**src/rtl/core/wsf_pkg.sv**
```systemverilog
// ----------------------------------------------------------------------------
// wsf_pkg
// Shared types and constants for the wake-up strobe framer.
// ----------------------------------------------------------------------------
package wsf_pkg;

	// frame type codes
	localparam logic [7:0] TYPE_STROBE    = 8'd1;
	localparam logic [7:0] TYPE_SACK      = 8'd2;
	localparam logic [7:0] TYPE_BROADCAST = 8'd3;

	// sent counter wraps to zero above this
	localparam logic [7:0] STROBE_SENT_LIMIT = 8'd16;

	// item kinds
	localparam logic [1:0] KIND_STROBE    = 2'd0;
	localparam logic [1:0] KIND_ACK       = 2'd1;
	localparam logic [1:0] KIND_BROADCAST = 2'd2;
	localparam logic [1:0] KIND_PARSE     = 2'd3;

	// result status codes
	localparam logic [2:0] ST_OK          = 3'd0;
	localparam logic [2:0] ST_BC_NO_ACK   = 3'd1;
	localparam logic [2:0] ST_BC_LAST     = 3'd2;
	localparam logic [2:0] ST_BAD_ADDR    = 3'd3;
	localparam logic [2:0] ST_COLL_SAME   = 3'd4;
	localparam logic [2:0] ST_COLL_DIFF   = 3'd5;
	localparam logic [2:0] ST_BAD_ACK     = 3'd6;
	localparam logic [2:0] ST_UNSUPPORTED = 3'd7;

	// frame lengths
	localparam logic [2:0] LEN_NONE   = 3'd0;
	localparam logic [2:0] LEN_SACK   = 3'd3;
	localparam logic [2:0] LEN_STROBE = 3'd4;

	// configuration register indexes
	localparam logic [2:0] REG_OWN_ID     = 3'd0;
	localparam logic [2:0] REG_POWERUP    = 3'd1;
	localparam logic [2:0] REG_WAKE_MIN   = 3'd2;
	localparam logic [2:0] REG_WAKE_ADV   = 3'd3;
	localparam logic [2:0] REG_SACK_OVH   = 3'd4;
	localparam logic [2:0] REG_STROBE_PER = 3'd5;
	localparam logic [2:0] REG_STROBE_MAX = 3'd6;
	localparam logic [2:0] REG_BC_MAX     = 3'd7;

	// register reset values
	localparam logic [15:0] RST_POWERUP    = 16'd1000;
	localparam logic [15:0] RST_WAKE_MIN   = 16'd100;
	localparam logic [15:0] RST_WAKE_ADV   = 16'd20;
	localparam logic [15:0] RST_SACK_OVH   = 16'd4;
	localparam logic [7:0]  RST_STROBE_PER = 8'd5;
	localparam logic [7:0]  RST_STROBE_MAX = 8'd10;
	localparam logic [7:0]  RST_BC_MAX     = 8'd10;

	typedef struct packed {
		logic [1:0]  kind;
		logic [31:0] now_tick;
		logic [15:0] dest_id;
		logic        tx_pending;
		logic [7:0]  rx_type;
		logic [15:0] rx_id;
		logic [7:0]  rx_count;
	} in_item_t;

	typedef struct packed {
		logic [2:0]  frame_len;
		logic [7:0]  out_type;
		logic [15:0] out_id;
		logic [7:0]  out_count;
		logic [31:0] delay_ms;
		logic [2:0]  status;
	} out_item_t;

	typedef struct packed {
		logic [15:0] id;
		logic [31:0] wake;
		logic [7:0]  sent;
	} peer_entry_t;

	typedef enum logic [2:0] {
		S_IDLE,
		S_RD,
		S_CHK,
		S_DIV,
		S_MUL,
		S_LOOP,
		S_WR,
		S_DONE
	} fsm_t;

endpackage

```
**src/rtl/core/wakeup_strobe_framer.sv**
```systemverilog
// ----------------------------------------------------------------------------
// wakeup_strobe_framer
// Wake-up framer: builds strobes, acks and broadcasts, parses received frames,
// and keeps a peer table in RAM to predict the first strobe's delay.
// ----------------------------------------------------------------------------
//  channel | signals                         | beat
//  in      | in_valid/in_ready, in_data      | one request item
//  out     | out_valid/out_ready, out_data   | one result item
//  cfg     | cfg_valid/cfg_ready, index/data | one register write
//
//  Ack, broadcast and most parse beats go from S_IDLE through S_DONE to the
//  output register. Strobe and received-ack beats scan the peer table with
//  S_RD and S_CHK per entry, then write back in S_WR if an entry matches or
//  (strobes) a slot is free. Delay prediction adds S_DIV, S_MUL and S_LOOP.
//  Reset sets control registers, clears entry valid bits; no clearing pass.
//  A new beat is taken while the previous result waits in the output register.
// ----------------------------------------------------------------------------
module wakeup_strobe_framer import wsf_pkg::*; #(
	parameter int TABLE_ENTRIES = 8
) (
	input  logic      clk,
	input  logic      arst_n,
	input  logic      in_valid,
	output logic      in_ready,
	input  in_item_t  in_data,
	output logic      out_valid,
	input  logic      out_ready,
	output out_item_t out_data,
	input  logic        cfg_valid,
	output logic        cfg_ready,
	input  logic [2:0]  cfg_index,
	input  logic [15:0] cfg_data
);

	localparam int AW = (TABLE_ENTRIES > 1) ? $clog2(TABLE_ENTRIES) : 1;
	localparam logic [AW-1:0] LAST_ADDR = AW'(TABLE_ENTRIES - 1);

	// configuration registers
	logic [15:0] own_id_q, powerup_q, wake_min_q, wake_adv_q, sack_ovh_q;
	logic [7:0]  strobe_per_q, strobe_max_q, bc_max_q;

	// block state
	logic [7:0]  strobe_cd_q, bc_cd_q;
	logic        got_bc_q;
	logic [31:0] ack_delay_q;
	logic [TABLE_ENTRIES-1:0] valid_q;

	fsm_t        state_q, state_d;
	in_item_t    item_q;
	out_item_t   res_q;
	logic        sack_op_q;
	logic [AW-1:0] ptr_q, sel_addr_q;
	peer_entry_t sel_q;
	logic        slot_q;
	logic [31:0] prod_q, x_q;

	// RAM and divider
	peer_entry_t rd_entry, rdata, wdata;
	logic        ram_we;
	logic        div_start, div_done;
	logic [31:0] div_quot;
	logic [15:0] period;

	logic        in_fire, go_done, scan_now, chk_hit, chk_free, chk_sack;
	logic [15:0] ack_prod;
	logic [31:0] ack_val, loop_d;
	logic [7:0]  sent_next;
	out_item_t   res_imm;

	assign cfg_ready = 1'b1;
	assign in_ready  = (state_q == S_IDLE);
	assign in_fire   = in_valid && in_ready;
	assign period    = (powerup_q == 16'd0) ? 16'd1 : powerup_q;

	wsf_ram #(.WIDTH($bits(peer_entry_t)), .DEPTH(TABLE_ENTRIES), .AW(AW)) u_ram (
		.clk   (clk),
		.we    (ram_we),
		.waddr (sel_addr_q),
		.wdata (wdata),
		.raddr (ptr_q),
		.rdata (rdata)
	);

	// divider starts on the entry being checked
	wsf_div u_div (
		.clk      (clk),
		.arst_n   (arst_n),
		.start    (div_start),
		.dividend (item_q.now_tick - rd_entry.wake),
		.divisor  (period),
		.done     (div_done),
		.quot     (div_quot)
	);

	// entries never written read as a free slot
	assign rd_entry = valid_q[ptr_q] ? rdata : '0;
	assign chk_hit  = (rd_entry.id == item_q.dest_id) && (rd_entry.wake != 32'd0);
	assign chk_free = (rd_entry.id == 16'd0);
	assign chk_sack = (rd_entry.id == item_q.dest_id);

	// ack delay from a received countdown
	assign ack_prod = in_data.rx_count * strobe_per_q;
	assign ack_val  = (in_data.rx_count == 8'd0 || ack_prod <= sack_ovh_q) ? 32'd0
		: {16'd0, 16'(ack_prod - sack_ovh_q)};

	// one step of the prediction loop
	assign loop_d   = 32'(x_q - {16'd0, wake_min_q});
	assign sent_next = (sel_q.sent > STROBE_SENT_LIMIT) ? 8'd0 : 8'(sel_q.sent + 8'd1);

	// write-back data
	always_comb begin
		if (sack_op_q) begin
			wdata = '{id: sel_q.id, wake: item_q.now_tick, sent: 8'd0};
		end else begin
			wdata = '{id: item_q.dest_id, wake: sel_q.wake, sent: sent_next};
		end
	end

	// result of the accepted beat, and whether it needs table work
	always_comb begin
		res_imm  = '0;
		scan_now = 1'b0;
		case (in_data.kind)
			KIND_STROBE: begin
				res_imm.frame_len = LEN_STROBE;
				res_imm.out_type  = TYPE_STROBE;
				res_imm.out_id    = in_data.dest_id;
				res_imm.out_count = strobe_cd_q;
				scan_now          = 1'b1;
			end
			KIND_ACK: begin
				res_imm.delay_ms = ack_delay_q;
				if (got_bc_q) begin
					res_imm.status = ST_BC_NO_ACK;
				end else begin
					res_imm.frame_len = LEN_SACK;
					res_imm.out_type  = TYPE_SACK;
					res_imm.out_id    = own_id_q;
				end
			end
			KIND_BROADCAST: begin
				res_imm.frame_len = LEN_STROBE;
				res_imm.out_type  = TYPE_BROADCAST;
				res_imm.out_count = bc_cd_q;
				if (bc_cd_q == 8'd0) begin
					res_imm.status = ST_BC_LAST;
				end
			end
			default: begin
				if (in_data.rx_type == TYPE_STROBE) begin
					if (in_data.rx_id != own_id_q) begin
						if (!in_data.tx_pending) begin
							res_imm.status = ST_BAD_ADDR;
						end else if (in_data.rx_id == in_data.dest_id) begin
							res_imm.status = ST_COLL_SAME;
						end else begin
							res_imm.status = ST_COLL_DIFF;
						end
					end
				end else if (in_data.rx_type == TYPE_SACK) begin
					if (in_data.rx_id == in_data.dest_id) begin
						scan_now = 1'b1;
					end else begin
						res_imm.status = ST_BAD_ACK;
					end
				end else if (in_data.rx_type != TYPE_BROADCAST) begin
					res_imm.status = ST_UNSUPPORTED;
				end
			end
		endcase
	end

	// next state and strobes
	always_comb begin
		state_d   = state_q;
		ram_we    = 1'b0;
		div_start = 1'b0;
		go_done   = 1'b0;
		unique case (state_q)
			S_IDLE: begin
				if (in_fire) begin
					state_d = scan_now ? S_RD : S_DONE;
				end
			end
			S_RD: begin
				state_d = S_CHK;
			end
			S_CHK: begin
				if (sack_op_q) begin
					if (chk_sack) begin
						state_d = S_WR;
					end else if (ptr_q == LAST_ADDR) begin
						state_d = S_DONE;
					end else begin
						state_d = S_RD;
					end
				end else if (chk_hit) begin
					if (rd_entry.sent == 8'd0) begin
						div_start = 1'b1;
						state_d   = S_DIV;
					end else begin
						state_d = S_WR;
					end
				end else if (ptr_q == LAST_ADDR) begin
					state_d = (slot_q || chk_free) ? S_WR : S_DONE;
				end else begin
					state_d = S_RD;
				end
			end
			S_DIV: begin
				if (div_done) begin
					state_d = S_MUL;
				end
			end
			S_MUL: begin
				state_d = S_LOOP;
			end
			S_LOOP: begin
				if (x_q > {16'd0, wake_min_q}) begin
					state_d = S_WR;
				end
			end
			S_WR: begin
				ram_we  = 1'b1;
				state_d = S_DONE;
			end
			S_DONE: begin
				if (!out_valid || out_ready) begin
					go_done = 1'b1;
					state_d = S_IDLE;
				end
			end
			default: state_d = S_IDLE;
		endcase
	end

	// control registers
	always_ff @(posedge clk or negedge arst_n) begin
		if (!arst_n) begin
			state_q      <= S_IDLE;
			out_valid    <= 1'b0;
			own_id_q     <= '0;
			powerup_q    <= RST_POWERUP;
			wake_min_q   <= RST_WAKE_MIN;
			wake_adv_q   <= RST_WAKE_ADV;
			sack_ovh_q   <= RST_SACK_OVH;
			strobe_per_q <= RST_STROBE_PER;
			strobe_max_q <= RST_STROBE_MAX;
			bc_max_q     <= RST_BC_MAX;
			strobe_cd_q  <= RST_STROBE_MAX;
			bc_cd_q      <= RST_BC_MAX;
			got_bc_q     <= 1'b0;
			ack_delay_q  <= '0;
			valid_q      <= '0;
			slot_q       <= 1'b0;
			sack_op_q    <= 1'b0;
			ptr_q        <= '0;
		end else begin
			state_q <= state_d;

			// register writes
			if (cfg_valid) begin
				unique case (cfg_index)
					REG_OWN_ID:     own_id_q     <= cfg_data;
					REG_POWERUP:    powerup_q    <= cfg_data;
					REG_WAKE_MIN:   wake_min_q   <= cfg_data;
					REG_WAKE_ADV:   wake_adv_q   <= cfg_data;
					REG_SACK_OVH:   sack_ovh_q   <= cfg_data;
					REG_STROBE_PER: strobe_per_q <= cfg_data[7:0];
					REG_STROBE_MAX: strobe_max_q <= cfg_data[7:0];
					REG_BC_MAX:     bc_max_q     <= cfg_data[7:0];
					default: ;
				endcase
			end

			// accepted beat: counters and flags
			if (in_fire) begin
				ptr_q     <= '0;
				slot_q    <= 1'b0;
				sack_op_q <= (in_data.kind == KIND_PARSE);
				case (in_data.kind)
					KIND_STROBE: begin
						strobe_cd_q <= (strobe_cd_q == 8'd0) ? strobe_max_q
							: 8'(strobe_cd_q - 8'd1);
					end
					KIND_ACK: begin
						got_bc_q    <= 1'b0;
						ack_delay_q <= '0;
					end
					KIND_BROADCAST: begin
						bc_cd_q <= (bc_cd_q == 8'd0) ? bc_max_q : 8'(bc_cd_q - 8'd1);
					end
					default: begin
						if (in_data.rx_type == TYPE_STROBE) begin
							if (in_data.rx_id == own_id_q) begin
								ack_delay_q <= ack_val;
							end
						end else if (in_data.rx_type != TYPE_SACK &&
							in_data.rx_type == TYPE_BROADCAST) begin
							got_bc_q    <= 1'b1;
							ack_delay_q <= ack_val;
						end
					end
				endcase
			end

			// table scan
			if (state_q == S_CHK) begin
				if (!sack_op_q && !chk_hit && chk_free && !slot_q) begin
					slot_q <= 1'b1;
				end
				if (ptr_q != LAST_ADDR) begin
					ptr_q <= AW'(ptr_q + AW'(1));
				end
			end

			// prediction done: countdown restarts
			if (state_q == S_LOOP && state_d == S_WR) begin
				strobe_cd_q <= strobe_max_q;
			end

			if (ram_we) begin
				valid_q[sel_addr_q] <= 1'b1;
			end

			// output register
			if (go_done) begin
				out_valid <= 1'b1;
			end else if (out_ready) begin
				out_valid <= 1'b0;
			end
		end
	end

	// payload registers
	always_ff @(posedge clk) begin
		if (in_fire) begin
			item_q <= in_data;
			res_q  <= res_imm;
		end
		if (state_q == S_CHK) begin
			if (sack_op_q ? chk_sack : (chk_hit || (chk_free && !slot_q))) begin
				sel_q      <= rd_entry;
				sel_addr_q <= ptr_q;
			end
		end
		if (state_q == S_DIV && div_done) begin
			prod_q <= 32'((div_quot + 32'd1) * period);
		end
		if (state_q == S_MUL) begin
			x_q <= 32'(sel_q.wake + prod_q - item_q.now_tick);
		end
		if (state_q == S_LOOP) begin
			if (x_q > {16'd0, wake_min_q}) begin
				res_q.delay_ms <= (loop_d > {16'd0, wake_adv_q})
					? 32'(loop_d - {16'd0, wake_adv_q}) : loop_d;
			end else begin
				x_q <= 32'(x_q + {16'd0, period});
			end
		end
		if (go_done) begin
			out_data <= res_q;
		end
	end

endmodule

```
**src/rtl/core/wsf_ram.sv**
```systemverilog
// ----------------------------------------------------------------------------
// wsf_ram
// Generic single-write, single-read RAM with registered read data.
// ----------------------------------------------------------------------------
module wsf_ram #(
	parameter int WIDTH = 56,
	parameter int DEPTH = 8,
	parameter int AW    = (DEPTH > 1) ? $clog2(DEPTH) : 1
) (
	input  logic             clk,
	input  logic             we,
	input  logic [AW-1:0]    waddr,
	input  logic [WIDTH-1:0] wdata,
	input  logic [AW-1:0]    raddr,
	output logic [WIDTH-1:0] rdata
);

	logic [WIDTH-1:0] mem [DEPTH];

	always_ff @(posedge clk) begin
		if (we) begin
			mem[waddr] <= wdata;
		end
		rdata <= mem[raddr];
	end

endmodule

```
**src/rtl/core/wsf_div.sv**
```systemverilog
// ----------------------------------------------------------------------------
// wsf_div
// Restoring divider, 32-bit dividend by 16-bit divisor, one bit per cycle.
// ----------------------------------------------------------------------------
module wsf_div import wsf_pkg::*; (
	input  logic        clk,
	input  logic        arst_n,
	input  logic        start,
	input  logic [31:0] dividend,
	input  logic [15:0] divisor,
	output logic        done,
	output logic [31:0] quot
);

	logic [5:0]  cnt_q;
	logic        busy_q;
	logic [15:0] rem_q;
	logic [15:0] div_q;
	logic [16:0] rem_sh;
	logic        fits;

	// shift in the next dividend bit and try a subtract
	assign rem_sh = {rem_q, quot[31]};
	assign fits   = (rem_sh >= {1'b0, div_q});

	always_ff @(posedge clk or negedge arst_n) begin
		if (!arst_n) begin
			busy_q <= 1'b0;
			cnt_q  <= '0;
			done   <= 1'b0;
		end else begin
			done <= 1'b0;
			if (start) begin
				busy_q <= 1'b1;
				cnt_q  <= 6'd0;
			end else if (busy_q) begin
				cnt_q <= cnt_q + 6'd1;
				if (cnt_q == 6'd31) begin
					busy_q <= 1'b0;
					done   <= 1'b1;
				end
			end
		end
	end

	// datapath
	always_ff @(posedge clk) begin
		if (start) begin
			quot  <= dividend;
			rem_q <= '0;
			div_q <= divisor;
		end else if (busy_q) begin
			rem_q <= fits ? 16'(rem_sh - {1'b0, div_q}) : rem_sh[15:0];
			quot  <= {quot[30:0], fits};
		end
	end

endmodule

```
**config.mk**
```make
export PLATFORM = sky130hd
export DESIGN_NAME = wakeup_strobe_framer
export DESIGN_NICKNAME = d
export VERILOG_FILES = /design/src/rtl/core/wsf_pkg.sv /design/src/rtl/core/wakeup_strobe_framer.sv /design/src/rtl/core/wsf_ram.sv /design/src/rtl/core/wsf_div.sv
export SDC_FILE = /design/constraint.sdc
export NUM_CORES = 2
export LEC_CHECK = 0
export CORE_UTILIZATION = 55
export DETAILED_ROUTE_END_ITERATION = 8
export DONT_BUFFER_PORTS = 1
export GPL_TIMING_DRIVEN = 0
export PLACE_DENSITY = 0.7
export SKIP_LAST_GASP = 1
export SLEW_MARGIN = 40
export SYNTH_ARGS = -nofsm -noshare
export SYNTH_HDL_FRONTEND = slang
export SYNTH_SLANG_ARGS = --single-unit
```
**constraint.sdc**
```tcl
create_clock -name clk -period 8.1 [get_ports clk]
set_clock_uncertainty 0.05 [all_clocks]
set_input_delay 0.81 -clock clk [delete_from_list [all_inputs] [get_ports clk]]
set_output_delay 0.81 -clock clk [all_outputs]
set_load 0.005 [all_outputs]
```
### Word level (Yosys, flattened, before mapping)

Memory sizes are Yosys's and may differ from the RTL's. A register that Yosys moved wholly into a read port is not among the register bits.
Index checks and enable logic that the tools add are counted.
Widths: inputs -> output; s select.

* bits in registers: 553
* bits in writable memories: 448
* input bits: 107
* output and inout port bits: 73
* word-level logic and storage cells: 241
* memories kept: 1

Memories
* u_ram.mem: depth 8, width 56, rd ports 1, clocked after Yosys merged registers in 1, write ports 1, line wsf_ram.sv:18 `logic [WIDTH-1:0] mem [DEPTH];`

* add/subtract/negate cells: 14
* multiply operators: 2
* $lt $le $gt $ge: 8
* eq/ne operators: 32
* muxes and demuxes: 89
* bitwise logic cells: 2
* reduce and logical (&&, ||, !) cells: 49

Operator list (number)
* $mux 32: 12
* $mux 56: 2
* $gt 32x16->1: 2
* $pmux 32 s2: 1
* $sub 32x16->32: 2
* $sub 32x32->32: 2
* $mux 3: 20
* $eq 16x16->1: 3
* $mux 16: 3
* $mux 8: 6
* $mux 35: 1
* $pmux 11 s3: 1
* $add 32x1->32 const B: 1
* $add 32x16->32: 1
* $add 32x32->32: 1
* $logic_not 16->1: 2
* $logic_not 8->1: 4
* $mul 32x16->32: 1
* $pmux 16 s2: 1
* $reduce_bool 32->1: 1
* $sub 16x16->16: 2
* $mux 1: 31
* $eq 3x3->1 const B: 10
* $mux 26: 1
* 42 further kinds: 85

### Logic depth before layout (Yosys ltp)

* depth after elaboration: 14
* mapped depth: 30
* depth with buffers taken out: 28

### Modules after synthesis

Synthesis repeated with hierarchy kept, for this count alone.

* cell total of the unflattened synthesis: 5226
* area, all modules: 61537.8 um^2

By module, submodules not included
* wakeup_strobe_framer: instances 1, cells an instance 4160, area an instance 39693.1 um^2, seq. area each 12099.1 um^2
* wsf_ram: instances 1, cells an instance 716, area an instance 17974.7 um^2, seq. area each 14574.0 um^2
* wsf_div: instances 1, cells an instance 350, area an instance 3870.0 um^2, seq. area each 1961.9 um^2

### Worst setup path before layout

Ideal clock, no wire load.

* path type: reg-to-reg
* start: reg u_div.quot[0]
* end: reg prod_q[30] (data pin)
* setup time: 258 ps
* arrival: 7208 ps
* required time: 7792 ps
* path slack: 584 ps
* stages on the path, launching flop included: 29
* path buffers: 2
* period minus slack after synthesis: 7516 ps
* cell sequence: edfxtp_1 -> and3_1 -> nand3_1 -> or3_1 -> clkbuf_1 -> nor2_1 -> xor2_1 -> clkbuf_1 -> nand2_1 -> fa_1 -> fa_1 -> fa_1 -> inv_1 -> fa_1 -> fa_1 -> inv_1 -> fa_1 -> inv_1 -> ha_1 -> a21o_1 -> a21o_1 -> a21oi_1 -> o21a_1 -> o21ai_0 -> or3_1 -> o21ai_0 -> o2111ai_1 -> a21oi_1 -> xnor2_1

* word-level cells in the longest chain between the ends: 2

Ends and longest elaborated chain
* from (decl): line wsf_div.sv:12 `output logic [31:0] quot`
* from (signal assigned): line wsf_div.sv:49 `quot <= dividend;`
* from (signal assigned): line wsf_div.sv:54 `quot <= {quot[30:0], fits};`
* $add 32x1->32: line wakeup_strobe_framer.sv:348 `prod_q <= 32'((div_quot + 32'd1) * period);`
* $mul 32x16->32: line wakeup_strobe_framer.sv:348
* to (signal assigned): line wakeup_strobe_framer.sv:348
* to (decl): line wakeup_strobe_framer.sv:55 `logic [31:0] prod_q, x_q;`

No other way between the ends.
A chain may end at the register's enable or synchronous reset.

### Worst setup path after layout

* start: reg u_div.quot[0]
* end: reg prod_q[31] (data pin)

Same word-level chain as after synthesis.

==> impl_metrics.toml <==
[run_status]
outcome = "finished clean"

[synthesis]
yosys.area.top_type_share_pct = 35.44
async_reset_ff_share_pct = 15.80
ys_ff_latch = 1025
synth.avg_cell_area_um2 = 11.54
synthFlopType = "edfxtp_1"
synth_top_family_by_area = "adder cells"
yosys_warnings = 0
synth-edff-count = 727
ys_seq_area_share_pct = 46.49
syn_area_um2 = 61600
syn-instance-count = 5338
yosysUniqueCellTypes = 91
synth_compound_area_share_pct = 8.182
synth_top_cell_by_area = "edfxtp_1"
yosys-top-cells-area = "edfxtp_1, fa_1, dfrtp_1"
yosys.area_share.xor_xnor_pct = 3.579
synthAdderAreaFrac_pct = 17.39
synth_mux_area_share_pct = 7.430
synth_simple_gate_area_share_pct = 11.50

[setup_path]
reg2reg_depth = 26
rrSetupSlack_ns = 0.14
timing.rr.start = "u_div.quot[0]"
cp-end-kind = "flip-flop"
path_common_cell = "fa_1"
worstPathRequired_ns = 8.54
slowest_delay_ns = 0.56
worstSetupStartpointType = "flip-flop"
rr_endpoint = "prod_q[31]"
crit_slowest_cell = "fa_1"
critPathArrivalTime_ns = 8.40
path_class = "flip-flop to flip-flop"
crit_fanout = 5

[placed_design]
portBuffers = 0
placed_cell_area_um2 = 64710
hpwlAfterDp_mm = 130.0
gp_congestion = 0.9726
dp_cells = 6912

[drt]
wire_per_inst_um = 24.13
drtIter0Drc = 4018
first_pass_iters = 6
routed_wl_mm = 172.3
ant_nets = 0
drc = 0
vias = 42501
avgViaCountPerCell = 5.950

[cells_and_area]
final_core_util_pct = 62.45
drive_gt1_share_pct = 12.34
fillCellCount = 8596
layout.cells.non_filler = 7143
syn2layout_area_growth_pct = 12.35
fin_nets = 6298
fin_area_um2 = 69200

[clock_network]
htreeDepth = 3
insertion_delay_ns = 0.72
clock_path_buffers = 3
cts_root_buf = "clkbuf_16"
numCtsBuffers = 104
cts_sinks = 1025
cts_tree = "built"
clk_pin_slew_ns = 0.07

[floorplanning]
rows = 122
core_area_um2 = 110800
start_util_pct = 55.58
die-area_um2 = 113300
die_h_um = 336.7
ioPinCount = 180
die_w_um = 336.7

[flow_run]
cap_violations = 0

[sta]
fin_crit_ns = 7.960
fin_setup_tns_ns = 0
max_freq_ghz = 0.1256
maxSlewViolCount = 0
maxSlewHeadroom_pct = 38.83
finalSetupViolations = 0
period_share_pct = 98.27
worst_pin_slew_ns = 0.9175
hold_violations = 0

[global_routing]
antenna_found_initial = 15
grt_pass1_wl_mm = 261.8
grt_max_degree = 152
gr-total-overflow = 0
grtUsageTotal_pct = 30.93
grt_pass1_vias = 42672

[hold_path]
min_path_cells = 0
min_to = "item_q[77]"
hold_path.class = "primary input to flip-flop"
hp-start = "in_data[77]"
[placed cells by master, fill, tap and decap left out, types with 136 or more instances in the layout]
master / Yosys / final
o21ai_0: 246 / 221
ha_1: 253 / 250
dfrtp_1: 140 / 140
clkbuf_1: 193 / 180
and2_1: 197 / 197
dfxtp_1: 136 / 136
nand2_1: 590 / 588
xnor2_1: 159 / 145
mux2_2: 150 / 150
fa_1: 377 / 377
nor2_1: 183 / 174
inv_1: 646 / 646
a21oi_1: 198 / 196
edfxtp_1: 727 / 727
[cell usage after synthesis, types with 23 or more instances]
cell / number
nand2_1: 590
o31ai_1: 23
and3_1: 55
inv_1: 646
o21ai_0: 246
dfrtp_1: 140
nand2b_1: 43
fa_1: 377
dfxtp_1: 136
a211oi_1: 46
edfxtp_1: 727
nor2b_1: 34
nor3_1: 80
nor4_1: 38
or3_1: 29
xnor2_1: 159
a21oi_1: 198
a31oi_1: 33
a21o_1: 65
mux4_2: 114
mux2_2: 150
mux2i_1: 32
nand4_1: 47
ha_1: 253
nand3_1: 85
xor2_1: 85
o21a_1: 35
and2_1: 197
clkbuf_1: 193
nor2_1: 183
[critical path, delay by kind of cell, from the launching register on]
family | cells | cell delay [ns]
xor gates and xnor gates | 9 | 2.50
buffers and inverters | 5 | 0.42
and+or+nand+nor | 5 | 1.05
adders and majority gates | 7 | 3.25
DFF | 1 | 0.47
[timing repair]
item	4_1_cts	5_1_grt
hold buffers	2	1
setup buffers	5	25
resized for setup	39	46
pin swaps	4	16
setup endpoints to repair	13	6
endpoints found under the hold margin	151	49
[flip-flops by register name, indices dropped and copies added, names as in the netlist, 16 cells and up]
register and cells:
wake_adv_q 16, prod_q 32, u_div.quot 32, u_div.rem_q 16
res_q 62, u_ram.rdata 56, sel_q 56, u_div.div_q 16
ack_delay_q 16, item_q 48, x_q 32, out_data 62
sack_ovh_q 16, wake_min_q 16, powerup_q 16, own_id_q 16
u_ram.mem 448
[cells by family after synthesis]
family,after synthesis
AO/OA/AOI/OAI,811
XOR/XNOR,247
adder cells (fa/ha/maj),630
buffers and inverters,874
flip-flops,1025
multiplexers,296
other,2
AND/OR/NAND/NOR,1453
[how the worst max path moves through the flow]
stage	start	endpoint	slack (ns)	cells after the start
after floorplan	u_div.quot[0]	prod_q[30]	0.58	28
after detailed placement	u_div.quot[0]	prod_q[30]	-1.40	27
after global routing	u_div.quot[7]	prod_q[31]	-0.04	24
after CTS	u_div.quot[5]	prod_q[30]	0.006	26
after global placement	state_q[2]	valid_q[0]	-2.16	5
final	u_div.quot[0]	prod_q[31]	0.14	26
[final cells by class]
type / instances / area, um^2 / area share, %
Tap cell: 1488 / 1862 / 2.690
Clock buffer: 129 / 2818 / 4.072
Clock inverter: 65 / 996.0 / 1.439
Buffer: 223 / 983.4 / 1.421
Multi-Input combinational cell: 3468 / 30280 / 43.76
Inverter: 647 / 2429 / 3.509
Timing Repair Buffer: 92 / 1185 / 1.712
Sequential cell: 1025 / 28640 / 41.38
Antenna cell: 6 / 15.01 / 0.02170
[layer usage]
layer	wire length (um)	track usage [%]	up-vias
li1	-	-	18909
met1	70080	41.81	21317
met4	7371	12.53	22
met2	80040	49.34	1860
met3	14700	5.849	393
met5	134	0	-
[stage by stage]
step                      setup slack (ns)  hold WS, ns
after global routing              -0.03576       0.1073
after floorplan                     0.5844       0.3503
after CTS                         0.006362      0.06767
after detailed placement            -1.404       0.3545
final                               0.1404       0.1347
after global placement              -2.163       0.3530
Power is left out: the tool's default activity adds up to more than one toggle a clock period on the data nets, which glitch-free logic cannot reach.
